$ cat config.mk
export PLATFORM = sky130hd
export DESIGN_NAME = led_hsv_effect_sequencer
export DESIGN_NICKNAME = d
export VERILOG_FILES = /design/src/lhs_pkg.sv /design/src/lhs_step.sv /design/src/lhs_engine.sv /design/src/led_hsv_effect_sequencer.sv
export SDC_FILE = /design/constraint.sdc
export NUM_CORES = 1
export LEC_CHECK = 0
export BUFFER_PORTS_ARGS = -buffer_cell sky130_fd_sc_hd__buf_2
export CAP_MARGIN = 30
export CELL_PAD_IN_SITES_DETAIL_PLACEMENT = 0
export CELL_PAD_IN_SITES_GLOBAL_PLACEMENT = 1
export CORE_MARGIN = 2
export CORE_UTILIZATION = 45
export CTS_CLUSTER_DIAMETER = 80
export DETAILED_ROUTE_END_ITERATION = 8
export PLACE_DENSITY = 0.87
export SLEW_MARGIN = 20
export SYNTH_ARGS = -nofsm -noshare
export SYNTH_HDL_FRONTEND = slang
export SYNTH_SLANG_ARGS = --single-unit
export TNS_END_PERCENT = 100
$ cat constraint.sdc
create_clock -name i_clk -period 10 [get_ports i_clk]
set_clock_uncertainty 0.1 [all_clocks]
set_input_delay 1 -clock i_clk [delete_from_list [all_inputs] [get_ports i_clk]]
set_output_delay 1 -clock i_clk [all_outputs]
set_load 0.05 [all_outputs]
$ cat src/lhs_pkg.sv
`timescale 1ns / 1ps

package lhs_pkg;

    // Operation codes carried in tuser
    localparam logic [1:0] OP_TICK       = 2'd0;
    localparam logic [1:0] OP_SET_NORMAL = 2'd1;
    localparam logic [1:0] OP_SET_TEMP   = 2'd2;
    localparam logic [1:0] OP_SET_BRIGHT = 2'd3;

    // Mode codes; 9 to 15 mean nothing and are ignored by commands
    localparam logic [3:0] MODE_OFF     = 4'd0;
    localparam logic [3:0] MODE_COLOR   = 4'd1;
    localparam logic [3:0] MODE_BLINK   = 4'd2;
    localparam logic [3:0] MODE_PULSE   = 4'd3;
    localparam logic [3:0] MODE_FADE    = 4'd4;
    localparam logic [3:0] MODE_PING    = 4'd5;
    localparam logic [3:0] MODE_FADE_TO = 4'd6;
    localparam logic [3:0] MODE_DIM     = 4'd7;
    localparam logic [3:0] MODE_DIM_TO  = 4'd8;

    localparam logic [7:0] STRIDE_UP   = 8'd1;
    localparam logic [7:0] STRIDE_DOWN = 8'd255;
    localparam logic [7:0] VAL_FULL    = 8'd255;
    localparam logic [7:0] VAL_MIN     = 8'd1;
    localparam logic [7:0] PHASE_INIT  = 8'd1;
    localparam logic [7:0] PHASE_LAST  = 8'd255;

    localparam int OP_W   = 2;
    localparam int MODE_W = 4;
    localparam int LIFE_W = 15;

    typedef enum logic [1:0] {
        EV_IDLE,
        EV_RUN,
        EV_OFF,
        EV_COLOR
    } t_event;

    typedef struct packed {
        logic [7:0] hue;
        logic [7:0] sat;
        logic [7:0] val;
    } t_hsv;

    // Context of one effect lane as seen by the step unit
    typedef struct packed {
        t_hsv       color;
        logic [7:0] stride;
        logic [7:0] phase;
    } t_lane;

    // One accepted item
    typedef struct packed {
        logic [OP_W-1:0]   op;
        logic [MODE_W-1:0] mode;
        t_hsv              color;
        logic [LIFE_W-1:0] life;
    } t_item;

    // One result item
    typedef struct packed {
        t_hsv              color;
        logic              lamp_on;
        logic              overlay_active;
        logic [MODE_W-1:0] active_mode;
    } t_result;

endpackage

$ cat src/lhs_step.sv
`timescale 1ns / 1ps

module lhs_step
    import lhs_pkg::*;
(
    input  logic [MODE_W-1:0] i_mode,
    input  t_lane             i_lane,
    input  logic [7:0]        i_target,
    input  logic [7:0]        i_floor,
    output t_lane             o_lane,
    output t_event            o_event
);

    t_lane      lane;
    logic [7:0] phase_inc;

    assign phase_inc = i_lane.phase + 8'd1;

    // Advance one effect by one step
    always_comb begin
        lane    = i_lane;
        o_event = EV_RUN;
        case (i_mode)
            MODE_DIM_TO: begin
                if (i_lane.color.val == i_floor) begin
                    o_event = (i_floor == 8'd0) ? EV_OFF : EV_COLOR;
                end else if (i_lane.color.val > i_floor) begin
                    lane.color.val = i_lane.color.val - 8'd1;
                end else begin
                    lane.color.val = i_lane.color.val + 8'd1;
                end
            end
            MODE_DIM: begin
                if (i_lane.color.val == VAL_MIN) begin
                    o_event = EV_OFF;
                end else begin
                    lane.color.val = i_lane.color.val - 8'd1;
                end
            end
            MODE_FADE_TO: begin
                if (i_lane.color.hue == i_target) begin
                    o_event = EV_COLOR;
                end else if (i_lane.color.hue > i_target) begin
                    lane.color.hue = i_lane.color.hue - 8'd1;
                end else begin
                    lane.color.hue = i_lane.color.hue + 8'd1;
                end
            end
            MODE_FADE: begin
                lane.color.hue = i_lane.color.hue + i_lane.stride;
                // wrap to zero when climbing
                if (lane.color.hue == 8'd255 && i_lane.stride == STRIDE_UP) begin
                    lane.color.hue = 8'd0;
                end
            end
            MODE_PING: begin
                lane.color.hue = i_lane.color.hue + i_lane.stride;
                if (lane.color.hue == 8'd0) begin
                    lane.stride = STRIDE_UP;
                end else if (lane.color.hue == 8'd255) begin
                    lane.stride = STRIDE_DOWN;
                end
            end
            MODE_PULSE: begin
                lane.color.val = i_lane.color.val + i_lane.stride;
                if (lane.color.val == i_floor) begin
                    lane.stride = STRIDE_UP;
                end else if (lane.color.val == VAL_FULL) begin
                    lane.stride = STRIDE_DOWN;
                end
            end
            MODE_BLINK: begin
                lane.phase = phase_inc;
                if (phase_inc[4:0] == 5'd0) begin
                    lane.color.val = VAL_FULL;
                end else if (phase_inc[3:0] == 4'd0) begin
                    lane.color.val = VAL_MIN;
                end
                if (phase_inc == PHASE_LAST) begin
                    lane.phase = 8'd0;
                end
            end
            default: begin
                o_event = EV_IDLE;
            end
        endcase
        // keep the lamp lit while running
        if (o_event == EV_RUN && lane.color.val == 8'd0) begin
            lane.color.val = VAL_MIN;
        end
    end

    assign o_lane = lane;

endmodule

$ cat src/lhs_engine.sv
`timescale 1ns / 1ps

module lhs_engine
    import lhs_pkg::*;
(
    input  logic    i_clk,
    input  logic    i_rst_n,
    input  logic    i_fire,
    input  t_item   i_item,
    output t_result o_result
);

    localparam t_hsv HSV_INIT = '{hue: 8'd0, sat: 8'd255, val: 8'd255};
    localparam t_hsv HSV_DARK = '{hue: 8'd0, sat: 8'd0, val: 8'd0};

    logic [MODE_W-1:0] r_nm_mode, n_nm_mode;
    logic [MODE_W-1:0] r_ov_mode, n_ov_mode;
    t_lane             r_nm_lane, n_nm_lane;
    t_lane             r_ov_lane, n_ov_lane;
    logic [7:0]        r_nm_target, n_nm_target;
    logic [7:0]        r_ov_target, n_ov_target;
    logic [7:0]        r_nm_floor, n_nm_floor;
    logic [7:0]        r_ov_floor, n_ov_floor;
    logic [LIFE_W-1:0] r_life, n_life;
    t_hsv              r_driven, n_driven;
    logic              r_enabled, n_enabled;

    logic              use_ov;
    logic [MODE_W-1:0] step_mode;
    t_lane             step_in, step_out;
    logic [7:0]        step_target, step_floor;
    t_event            step_event;
    logic              mode_known;

    // Share one step unit between the two lanes
    assign use_ov      = (r_ov_mode != MODE_OFF);
    assign step_mode   = use_ov ? r_ov_mode : r_nm_mode;
    assign step_in     = use_ov ? r_ov_lane : r_nm_lane;
    assign step_target = use_ov ? r_ov_target : r_nm_target;
    assign step_floor  = use_ov ? r_ov_floor : r_nm_floor;
    assign mode_known  = (i_item.mode <= MODE_DIM_TO);

    lhs_step u_step (
        .i_mode   (step_mode),
        .i_lane   (step_in),
        .i_target (step_target),
        .i_floor  (step_floor),
        .o_lane   (step_out),
        .o_event  (step_event)
    );

    // Next state for the accepted item
    always_comb begin
        n_nm_mode   = r_nm_mode;
        n_ov_mode   = r_ov_mode;
        n_nm_lane   = r_nm_lane;
        n_ov_lane   = r_ov_lane;
        n_nm_target = r_nm_target;
        n_ov_target = r_ov_target;
        n_nm_floor  = r_nm_floor;
        n_ov_floor  = r_ov_floor;
        n_life      = r_life;
        n_driven    = r_driven;
        n_enabled   = r_enabled;
        case (i_item.op)
            OP_TICK: begin
                if (use_ov) begin
                    n_ov_lane = step_out;
                    case (step_event)
                        EV_OFF: begin
                            n_life    = '0;
                            n_ov_mode = MODE_OFF;
                        end
                        EV_COLOR: begin
                            if (r_nm_mode == MODE_OFF) begin
                                n_enabled = 1'b1;
                            end
                            n_driven  = step_out.color;
                            n_life    = '0;
                            n_ov_mode = MODE_COLOR;
                        end
                        EV_RUN: begin
                            n_driven = step_out.color;
                            // count down the overlay lifetime
                            if (r_life == LIFE_W'(1)) begin
                                n_life    = '0;
                                n_ov_mode = MODE_OFF;
                            end else if (r_life != '0) begin
                                n_life = r_life - LIFE_W'(1);
                            end
                        end
                        default: begin
                        end
                    endcase
                end else begin
                    n_nm_lane = step_out;
                    case (step_event)
                        EV_OFF: begin
                            n_driven  = HSV_DARK;
                            n_enabled = 1'b0;
                            n_nm_mode = MODE_OFF;
                        end
                        EV_COLOR: begin
                            n_driven  = step_out.color;
                            n_nm_mode = MODE_COLOR;
                        end
                        EV_RUN: begin
                            n_driven = step_out.color;
                        end
                        default: begin
                        end
                    endcase
                end
            end
            OP_SET_BRIGHT: begin
                n_nm_lane.color.val = i_item.color.val;
            end
            OP_SET_NORMAL: begin
                if (mode_known) begin
                    case (i_item.mode)
                        MODE_FADE_TO: n_nm_target = i_item.color.hue;
                        MODE_DIM_TO:  n_nm_floor  = i_item.color.val;
                        MODE_PULSE: begin
                            n_nm_floor       = i_item.color.val;
                            n_nm_lane.stride = STRIDE_UP;
                            n_nm_lane.color  = i_item.color;
                        end
                        default: n_nm_lane.color = i_item.color;
                    endcase
                    // leaving off: start dark with outputs enabled
                    if (r_nm_mode == MODE_OFF && i_item.mode != MODE_OFF) begin
                        n_driven  = HSV_DARK;
                        n_enabled = 1'b1;
                    end
                    case (i_item.mode)
                        MODE_OFF: begin
                            n_driven  = HSV_DARK;
                            n_enabled = 1'b0;
                        end
                        MODE_COLOR: n_driven = n_nm_lane.color;
                        MODE_BLINK: n_nm_lane.phase = PHASE_INIT;
                        MODE_FADE: begin
                            n_nm_lane.stride    = STRIDE_UP;
                            n_nm_lane.color.hue = 8'd0;
                            n_nm_lane.color.sat = 8'd255;
                        end
                        MODE_PING: n_nm_lane.stride = STRIDE_UP;
                        default: begin
                        end
                    endcase
                    n_nm_mode = i_item.mode;
                end
            end
            OP_SET_TEMP: begin
                if (mode_known) begin
                    case (i_item.mode)
                        MODE_FADE_TO: n_ov_target = i_item.color.hue;
                        MODE_DIM_TO:  n_ov_floor  = i_item.color.val;
                        MODE_PULSE: begin
                            n_ov_floor       = i_item.color.val;
                            n_ov_lane.stride = STRIDE_UP;
                            n_ov_lane.color  = i_item.color;
                        end
                        default: n_ov_lane.color = i_item.color;
                    endcase
                    if (r_nm_mode == MODE_OFF && i_item.mode != MODE_OFF) begin
                        n_driven  = HSV_DARK;
                        n_enabled = 1'b1;
                    end
                    case (i_item.mode)
                        MODE_COLOR: n_driven = n_ov_lane.color;
                        MODE_BLINK: n_ov_lane.phase = PHASE_INIT;
                        MODE_FADE:  n_ov_lane.stride = STRIDE_UP;
                        MODE_PING:  n_ov_lane.stride = STRIDE_UP;
                        default: begin
                        end
                    endcase
                    n_life    = i_item.life;
                    n_ov_mode = i_item.mode;
                end
            end
            default: begin
            end
        endcase
    end

    // Report the state left behind by this item
    assign o_result.color          = n_driven;
    assign o_result.lamp_on        = n_enabled;
    assign o_result.overlay_active = (n_ov_mode != MODE_OFF);
    assign o_result.active_mode    = (n_ov_mode != MODE_OFF) ? n_ov_mode : n_nm_mode;

    // Hold the effect state
    always_ff @(posedge i_clk) begin
        if (!i_rst_n) begin
            r_nm_mode   <= MODE_OFF;
            r_ov_mode   <= MODE_OFF;
            r_nm_lane   <= '{color: HSV_INIT, stride: STRIDE_UP, phase: PHASE_INIT};
            r_ov_lane   <= '{color: HSV_INIT, stride: STRIDE_UP, phase: PHASE_INIT};
            r_nm_target <= 8'd0;
            r_ov_target <= 8'd0;
            r_nm_floor  <= VAL_FULL;
            r_ov_floor  <= VAL_FULL;
            r_life      <= '0;
            r_driven    <= HSV_DARK;
            r_enabled   <= 1'b0;
        end else if (i_fire) begin
            r_nm_mode   <= n_nm_mode;
            r_ov_mode   <= n_ov_mode;
            r_nm_lane   <= n_nm_lane;
            r_ov_lane   <= n_ov_lane;
            r_nm_target <= n_nm_target;
            r_ov_target <= n_ov_target;
            r_nm_floor  <= n_nm_floor;
            r_ov_floor  <= n_ov_floor;
            r_life      <= n_life;
            r_driven    <= n_driven;
            r_enabled   <= n_enabled;
        end
    end

endmodule

$ cat src/led_hsv_effect_sequencer.sv
`timescale 1ns / 1ps
// Each item passes through the input register, then the result register; the step unit and
// command decode sit between them. Throughput: one item per cycle unless the output stalls.
// The input side stays ready while a finished result waits, as long as the result register drains.
// Reset (synchronous, active low): both modes off, colors hue 0 sat 255 val 255, floors 255,
// strides and phases 1, lifetime 0, driven color dark, outputs disabled, both stages empty.

module led_hsv_effect_sequencer
    import lhs_pkg::*;
(
    input  logic        i_clk,
    input  logic        i_rst_n,
    input  logic        i_s_axis_tvalid,
    output logic        o_s_axis_tready,
    // tdata: mode[3:0], hue_in[11:4], sat_in[19:12], val_in[27:20], life_ticks[42:28], zero
    input  logic [47:0] i_s_axis_tdata,
    // tuser: op[1:0]
    input  logic [1:0]  i_s_axis_tuser,
    output logic        o_m_axis_tvalid,
    input  logic        i_m_axis_tready,
    // tdata: hue_out[7:0], sat_out[15:8], val_out[23:16], lamp_on[24],
    //        overlay_active[25], active_mode[29:26], zero
    output logic [31:0] o_m_axis_tdata
);

    logic    r_in_valid;
    t_item   r_in;
    logic    r_out_valid;
    t_result r_out;
    logic    advance;
    logic    fire;
    logic    s_accept;
    t_result result;

    assign advance         = !r_out_valid || i_m_axis_tready;
    assign fire            = r_in_valid && advance;
    assign o_s_axis_tready = !r_in_valid || advance;
    assign s_accept        = i_s_axis_tvalid && o_s_axis_tready;

    // Capture the input transaction
    always_ff @(posedge i_clk) begin
        if (!i_rst_n) begin
            r_in_valid <= 1'b0;
        end else begin
            r_in_valid <= s_accept || (r_in_valid && !fire);
        end
    end

    always_ff @(posedge i_clk) begin
        if (s_accept) begin
            r_in.op        <= i_s_axis_tuser;
            r_in.mode      <= i_s_axis_tdata[3:0];
            r_in.color.hue <= i_s_axis_tdata[11:4];
            r_in.color.sat <= i_s_axis_tdata[19:12];
            r_in.color.val <= i_s_axis_tdata[27:20];
            r_in.life      <= i_s_axis_tdata[42:28];
        end
    end

    lhs_engine u_engine (
        .i_clk    (i_clk),
        .i_rst_n  (i_rst_n),
        .i_fire   (fire),
        .i_item   (r_in),
        .o_result (result)
    );

    // Load the result register, drop it once taken
    always_ff @(posedge i_clk) begin
        if (!i_rst_n) begin
            r_out_valid <= 1'b0;
        end else if (fire) begin
            r_out_valid <= 1'b1;
        end else if (i_m_axis_tready) begin
            r_out_valid <= 1'b0;
        end
    end

    always_ff @(posedge i_clk) begin
        if (fire) begin
            r_out <= result;
        end
    end

    assign o_m_axis_tvalid = r_out_valid;
    assign o_m_axis_tdata  = {2'b00, r_out.active_mode, r_out.overlay_active, r_out.lamp_on,
                              r_out.color.val, r_out.color.sat, r_out.color.hue};

endmodule
# [Word level (Yosys, flattened, before mapping)]
# Cells that the tools add are included.
[classes] addsub=8 n_lt_le_gt_ge=3 eq_ne=39 mux=77 reduce_logical=46
[ops] cell="2-to-1 mux 40 bit" n=5
[ops] cell="2-to-1 mux 24 bit" n=8
[ops] cell="2-to-1 mux 8 bit" n=20
[ops] cell="case mux 24 bit (2 select lines)" n=2
[ops] cell="case mux 40 bit (2 select lines)" n=1
[ops] cell="case mux 24 bit (3 select lines)" n=1
[ops] cell="case mux 16 bit (2 select lines)" n=2
[ops] cell="2-to-1 mux 15 bit" n=4
[ops] cell="case mux 15 bit (2 select lines)" n=2
[ops] cell="case mux 8 bit (3 select lines)" n=2
[ops] cell="case mux 8 bit (4 select lines)" n=1
[ops] cell="equality test 4 x 3 -> 1 bit (second input constant)" n=7
[ops] cell="2-to-1 mux 4 bit" n=7
[ops] cell="AND reduction 4 bit" n=7
[ops] cell="adder 8 x 1 -> 8 bit (second input constant)" n=3
[ops] cell="equality test 8 bit" n=3
[ops] cell="equality test 8 bit (second input constant)" n=3
[ops] cell="zero test 8 bit" n=3
[ops] cell="case mux 4 bit (2 select lines)" n=3
[ops] cell="AND reduction 5 bit" n=4
[ops] cell="adder 8 bit" n=2
[ops] cell="equality test 4 x 2 -> 1 bit (second input constant)" n=4
[ops] cell="equality test 8 x 1 -> 1 bit (second input constant)" n=2
[ops] cell="> comparator 8 bit" n=2
[ops] cell="other kinds (33)" n=75
[totals] reg_bits=237 inputBits=54 out_inout_bits=34 elab_cells=208

# [Longest topological paths before layout]
# Gate-level depths: netlist of run 1.
[logic_depth] word_depth=13 ltp_mapped=27 ltp_nobuf=19

# [Cells and area by module]
# A second synthesis of run 1 with hierarchy kept.
[unflattened] hier_cells=1692 hier_area_um2=14458.9
[modules_own_cells] module="lhs_engine" instances=1 cells_per_inst=1163 area_each_um2=8978.6 seq_area_each_um2=3203.1
[modules_own_cells] module="lhs_step" instances=1 cells_per_inst=442 area_each_um2=3105.5 seq_area_each_um2=0.0
[modules_own_cells] module="led_hsv_effect_sequencer" instances=1 cells_per_inst=87 area_each_um2=2374.8 seq_area_each_um2=2292.2

# [Worst setup path after synthesis of run 1]
# Ideal clock, no wire load.
[synth_path] path_type="flip-flop to flip-flop" from="register u_engine.r_ov_mode[0]" to="register r_out (netlist bit o_m_axis_tdata[5]), data pin" setup_time_ps=265 arrival_ps=5244 t_required_ps=9635 setup_slack_ps=4391 path_stages_with_launch=27 path_buffers=8 synth_period_minus_slack_ps=5609 cell_sequence="dfxtp_1 buf_6 or4_4 buf_6 buf_6 buf_2 buf_2 buf_2 buf_2 clkbuf_1 mux2i_1 ha_1 nor2b_1 o21ai_0 a21boi_0 o21ai_0 nor2_1 ha_1 nand2_1 o21ai_0 o41ai_1 xor2_1 o31ai_1 a22oi_1 o21ai_0 a222oi_1 nand2_1"
[synth_rtl] item="start, declared" line_no="lhs_engine.sv:17" text="logic [MODE_W-1:0] r_ov_mode, n_ov_mode;"
[synth_rtl] item="start signal, assigned" line_no="lhs_engine.sv:209" text="r_ov_mode <= n_ov_mode;"
[synth_rtl] item="end signal, assigned" line_no="led_hsv_effect_sequencer.sv:81" text="r_out <= result;"
[synth_rtl] item="end, declared" line_no="led_hsv_effect_sequencer.sv:29" text="t_result r_out;"

==> results of run 1 <==
kinds of logic after synthesis:
kind of cell	count (synthesis)	synth area share, %
AOI/OAI and AO/OA	443	22.05
and+or+nand+nor	593	19.72
adders and majority gates	49	4.522
xor gates and xnor gates	54	3.626
buffers and inverters	129	3.870
other	1	0.02710
DFF	237	39.72
muxes	85	6.466
critical path, stage by stage (launching register included):
cell      delay, ns
dfxtp_1        0.52
nor4_4         0.84
buf_4          0.67
mux2i_1        0.44
inv_1          0.22
ha_1           0.33
nor2b_1        0.11
o21ai_0        0.07
a21boi_0       0.17
o21ai_0        0.16
nor2_1         0.49
ha_1           0.38
nand2_1        0.08
o21ai_0        0.10
o41ai_1        0.45
o21ai_0        0.21
xor2_1         0.19
nor2_1         0.18
xnor2_1        0.09
a21oi_1        0.49
o211ai_1       0.18
cell usage after synthesis (all sizes together), types with 12 or more instances:
cell	instances	area (µm²)
nand2	241	904.6
dfxtp	162	3243
nor2	147	551.8
o21ai	103	526.8
mux2i	79	815.8
a21oi	76	380.4
edfxtp	75	2252
clkbuf	66	247.7
a22oi	49	367.9
nand3	44	220.2
ha	42	525.5
inv	41	153.9
xnor2	36	315.3
nor3	32	165.2
nand4	23	143.9
o22ai	22	137.6
buf	21	130.1
o211ai	20	150.1
a21o	18	135.1
a211oi	17	132.6
nor4	16	115.1
xor2	16	140.1
a32o	13	130.1
a222oi	12	120.1
nand2b	12	75.07
o31ai	12	103.9
registers in the layout, summed over array words and instances (netlist names):
name	cells
u_engine.r_nm_floor	8
u_engine.r_nm_lane	40
o_m_axis_tvalid	1
u_engine.r_ov_mode	4
u_engine.r_enabled	1
u_engine.r_ov_target	8
o_m_axis_tdata	30
u_engine.r_nm_target	8
u_engine.r_life	15
r_in_valid	1
r_in	45
u_engine.r_driven	24
u_engine.r_nm_mode	4
u_engine.r_ov_lane	40
u_engine.r_ov_floor	8
per-layer routing:
metal  vias up  global-route usage, %  routed length [µm]
met5         -                      0                   0
met1      6089                  34.75               18090
li1       5999                      -                   -
met3        75                  3.608                2942
met2       537                  42.15               19360
met4         0                  7.695                1159
power by group:
group	total (mW)	switching [mW]	internal, mW
logic	0.492	0.325	0.167
clock network	0.886	0.383	0.503
registers	1.06	0.0372	1.03
final cells by class:
| class | instances | area (µm²) |
|---|---|---|
| repair buffers | 104 | 594.3 |
| clock buffers | 38 | 726.9 |
| flip-flops and latches | 237 | 5495 |
| multi-input cells | 1226 | 7825 |
| well taps | 396 | 495.5 |
| clock inverters | 10 | 51.30 |
| inverters | 42 | 157.7 |
| fillers | 2884 | 15080 |
path summary, 6_finish.rpt:
path                            endpoint  slack (ns)  depth (start not counted)
hold reg to reg   u_engine.r_ov_lane[12]        0.34                          2
setup / recovery       o_m_axis_tdata[7]        3.19                         20
hold / removal    u_engine.r_ov_lane[12]        0.34                          2
setup reg to reg       o_m_axis_tdata[7]        3.19                         20
==> metrics.txt, run 1 <==
width of the die=~180 µm; worst hold slack=0.3435 ns; Pwr Total=between 2 and 2.5 mW; f_max=around 150 MHz; final worst slack=roughly 3.2 ns; clk buf depth=3; RSZ-0062 raised after global routing=no; Final ANT Viol Nets=0; Placeable Area=just over 30000 µm²; Hold WC Path Type=register to register; global-route wire length before repair=65.00 mm; starting density of the core=~45%; Layout Cells excl Fill=between 2000 and 2500; row cnt=between 60 and 70; global placer's final weighted congestion=0.9270; setup TNS=0 ns; dpl cells=about 2000; max cap viols=0; synthesis-stage register bit count=approximately 240; synthesized instance count=1591; slew margin rel.=a little over a third; Worst EP required=10.15 ns; CP Launch Type=register; Die Height=roughly 180 µm; largest net degree at the start of global routing=61; share of cells above drive strength 1=a little over 10%; Peak supply drop=between 0.15 and 0.2 mV; final core occ=50.43%; all-layer global routing usage=25.52%; dpl ws=3.334 ns; Top Ports=88; post-synthesis cell type count=95; diode count=0; Iteration-0 DRC Markers=around 1300; final setup vio count=0; Avg Cell Area, Syn=about 8.7 µm²; drt total wl=about 42 mm; insertion delay of the later-clocked pin in the worst-skew pair=roughly 0.53 ns; fin crit share=68.14%; post-layout minimum cycle time=between 6 and 7 ns; Post-CTS Setup Inserts=0; status=complete, no violations; worst slew pin tran=approximately 0.97 ns; most common cell after layout, fill and taps aside=nand2_1; crit path DAT=roughly 7 ns; H-tree Lvls=1; Vias/cell=just over 6; gr ovfl total=0; hold path startpoint=u_engine.r_ov_lane[12]; async set-reset flop share out of synthesis=0%; Reg clk slew, reported paths=0.06 ns; Final Cell Area=between 15000 and 20000 µm²; Leakage Power=just over 6 nW; CTS tree=built; Post-DP Area=about 15000 µm²; Post-synth EDFFs=75; Wirelength per Cell=20.24 µm; Worst Setup SP=u_engine.r_ov_mode[0]; initial antenna violation count=0; area grow syn2layout=10.92%; via count=between 10000 and 15000; die area=32160 µm²; most frequent cells in the layout=241 x nand2_1, 162 x dfxtp_1, 147 x nor2_1, 91 x o21ai_0, 81 x buf_2; Ys Warns=0; Buffers on Ports=80; hpwl dp=between 20 and 30 mm; post-cts sizing count=0; kind of end point of the critical path=register; R2R Path Start=u_engine.r_ov_mode[0]; Max Slew Vio Count=0; number of global-route vias before repair=11750; final hold violation count=0; Num CTS Buffers=26; ys flop type=dfxtp_1; Post-layout nets=approximately 1700; clk root buf=clkbuf_16; hold buffers post-CTS=0; Synth Cell Area=roughly 14000 µm²; DR DRC count=0; critical path class=register to register; clk sink count=237; Power Density=~160 nW/µm²; DR pass1 iterations=6; Crit Path Max Fanout=45; sequential-to-total area share from yosys stat=39.72%
(Power assumes the default switching activity.)
==> run 2, diff against run 1 <==
Settings changed: ABC_AREA set to 1, PLACE_DENSITY 0.87 to 0.91.
Clock period 10 ns to 7.05 ns, I/O delays scaled along.
==> run 2 against run 1 <==
Effect of this change: final area rose by 12%; clock power rose by 83%; register-to-register slack lost 1.5 ns; setup slack got worse by 1.5 ns; core utilization grew 0.81 points; synthesized cell count increased by 37%; first-iteration DRC count rose by 5.1%; highest routed layer is now met5; cell count up 32%; clock-buffer cell count is 6 lower; global-route usage rose by 0.91 points; non-clock buffer count up 4; largest cell class unchanged; power up 77%.
==> metrics.txt, run 2 <==
status=complete, no violations; max cap viols=0; slew margin rel.=slightly below 30%; synthesized instance count=2186; Avg Cell Area, Syn=7.011 µm²; Clock power frac=between 30% and 40%; async set-reset flop share out of synthesis=0%; number of global-route vias before repair=between 10000 and 15000; final hold violation count=0; crit path DAT=~5.6 ns; setup TNS=0 ns; largest net degree at the start of global routing=66; share of cells above drive strength 1=12.46%; gr ovfl total=0; kind of end point of the critical path=register; Vias/cell=5.670; post-synthesis cell type count=65; Synth Area in Adders=under 10%; width of the die=188.5 µm; Ys Warns=0; Peak supply drop=~0.3 mV; Final ANT Viol Nets=0; post-cts sizing count=0; critical path class=register to register; leading post-synthesis cells by cell area=dfxtp_1 21%, edfxtp_1 15%, nand2_1 12%; Buffers on Ports=80; f_max=187.6 MHz; Top Ports=88; Post-layout nets=between 2000 and 2500; DR pass1 iterations=6; most frequent cell after synthesis=nand2_1; Reg2Reg Setup Slack=between 1.5 and 2 ns; Logic pwr share=between 20% and 30%; Worst Setup SP=u_engine.r_ov_mode[1]; Num CTS Buffers=28; all-layer global routing usage=a little over a quarter; clk buf depth=3; most common cell after layout, fill and taps aside=nand2_1; insertion delay of the later-clocked pin in the worst-skew pair=0.60 ns; final core occ=51.24%; starting density of the core=45.71%; Max Slew Vio Count=0; Iteration-0 DRC Markers=between 1000 and 1500; post-layout minimum cycle time=~5.3 ns; R2R Path Start=u_engine.r_ov_mode[1]; sequential-to-total area share from yosys stat=a little over a third; global-route wire length before repair=roughly 76 mm; Crit Path Max Fanout=21; Hold WC Path Type=primary input to register; most frequent cells in the layout=493 x nand2_1, 267 x inv_1, 184 x nor2_1, 176 x a21oi_1, 162 x dfxtp_1; share of the synthesized area in the top cell type=roughly a fifth; Leakage Power=between 7 and 8 nW; slowest CP cell=o21ai_0; largest stage delay on the critical path=between 0.5 and 0.6 ns; Post-CTS Setup Inserts=0; simple logic cell fraction of the synthesized area=27.64%; Synth Cell Area=~15000 µm²; Final Cell Area=about 17000 µm²; die area=35550 µm²; Internal=about 2.8 mW; largest family of logic cells by synthesized area=simple AND/OR/NAND/NOR gates; via count=15330; synthesis-stage register bit count=around 240; row cnt=67; Sw Share=~35%; hpwl dp=32.57 mm; hold buffers post-CTS=0; clk root buf=clkbuf_16; Post-synth EDFFs=75; ys flop type=dfxtp_1; Wirelength per Cell=between 15 and 20 µm; Flop pwr share=35.5%; Top reg by flops=r_in; post-synth top area cell=dfxtp_1; Post-DP Area=between 15000 and 20000 µm²; critical-path cell list=nor2_4 -> nand2_4 -> o21ai_0 -> inv_1 -> ha_1 -> nand3_1 -> nor3_2 -> inv_1 -> nand2_1 -> inv_1 -> ha_1 -> nand2_1 -> inv_1 -> a221oi_1 -> o21ai_1 -> xor2_1 -> a221oi_1 -> nand2_1 -> nand3_1 -> nand2_1 -> nand2_1 -> nand3_1; Reg clk slew, reported paths=about 0.07 ns; initial antenna violation count=1; worst slew pin tran=1.050 ns; H-tree Lvls=1; max reg flops=between 40 and 50; Worst R2R Path Depth=22; global placer's final weighted congestion=0.9223; drt total wl=around 47 mm; CP Capture Point=o_m_axis_tdata[5]; final setup vio count=0; Worst EP required=7.29 ns; Largest regs=r_in (45), u_engine.r_nm_lane (40), u_engine.r_ov_lane (40); area grow syn2layout=12.11%; Placeable Area=about 34000 µm²; top cells by count, synth=493 x nand2_1, 270 x inv_1, 187 x nor2_1; CP Launch Type=register; mux contribution to synthesized area=0.3919%; clk sink count=about 240; CP dominant cell by count=nand2_1; XOR/XNOR share of the synthesized area=under 10%; DR DRC count=0; Die Height=188.5 µm; CTS tree=built; RSZ-0062 raised after global routing=no; Compound-Gate Fraction of Synth Area=a little over a fifth; multi-input logic area=8342 µm²; Crit Reg-Reg Endpoint=o_m_axis_tdata[5]; fin crit share=around three quarters; switching power=between 1 and 1.5 mW; Power Density=251.2 nW/µm²; Reg area=between 5000 and 6000 µm²; Fillers=between 3000 and 4000
-- run 2: changes by cell type in the layout (fill, tap and decap cells not counted), sizes merged, moves of 43 or more --
cell    before  now
nand2      241  529
inv         42  280
a21oi       76  177
nand3       44  137
o21ai      103  195
mux2i       79    6
nor2       147  199
o211ai      20   63
-- run 2: layout make-up --
class	instances	share of cell area, %
Timing Repair Buffer	108	4.005
Inverter	282	6.183
Clock buffer	32	4.165
Clock inverter	20	1.835
Multi-Input combinational cell	1576	48.55
Antenna cell	1	0.01456
Tap cell	448	3.262
Sequential cell	237	31.98
-- run 2: worst min path at each step --
stage,from,endpoint,cells past startpoint
floorplan,u_engine.r_nm_floor[7],u_engine.r_nm_floor[7],2
global placement,u_engine.r_ov_floor[7],u_engine.r_ov_floor[7],2
detailed placement,u_engine.r_ov_target[2],u_engine.r_ov_target[2],2
CTS,i_s_axis_tdata[9],r_in[36],1
global route,i_s_axis_tdata[18],r_in[29],1
finish,i_s_axis_tdata[11],r_in[38],1
-- run 2: power by group through the flow --
stage          registers, mW  clock network, mW  logic, mW
2_1_floorplan           1.59                  0      0.824
3_3_place_gp            1.56                  0       1.11
3_5_place_dp            1.56                  0       1.14
4_1_cts                 1.53               1.65       1.14
5_1_grt                 1.54               1.71       1.29
6_report                1.53               1.62       1.16
-- run 2: routing by layer --
layer | part of all wire [%] | global-route usage, % | vias to the layer above
li1 | - | - | 7426
met2 | 46 | 43.00 | 602
met3 | 7.9 | 4.489 | 102
met1 | 44 | 35.21 | 7200
met5 | 0.084 | 0.2747 | -
met4 | 2.8 | 9.826 | 2
-- run 2: cells by family (layout without fill, tap and decap cells) --
family	Yosys count	in the layout
AND/OR/NAND/NOR	956	956
AO/OA/AOI/OAI	539	539
buffers and inverters	374	442
flip-flops	237	237
adder cells (fa/ha/maj)	45	45
XOR/XNOR	28	28
multiplexers	6	6
other	1	3
-- run 2: critical path, delay by kind of cell, from the launching register on --
kind / cells / cell delay [ns]
AND/OR/NAND/NOR: 11 / 1.81
AO/OA/AOI/OAI: 4 / 1.28
adder cells (fa/ha/maj): 2 / 0.76
buffers and inverters: 4 / 0.57
flip-flops: 1 / 0.37
XOR/XNOR: 1 / 0.17
-- run 2: stage by stage --
step,hold slack (ns),power [mW],worst slack [ns],cells
finish,0.1784,4.315,1.718,2704
global route,0.1509,4.536,1.254,2704
CTS,0.1528,4.320,1.807,2700
detailed placement,0.3468,2.694,1.839,2648
global placement,0.3377,2.669,1.821,2644
floorplan,0.3292,2.411,2.419,2187
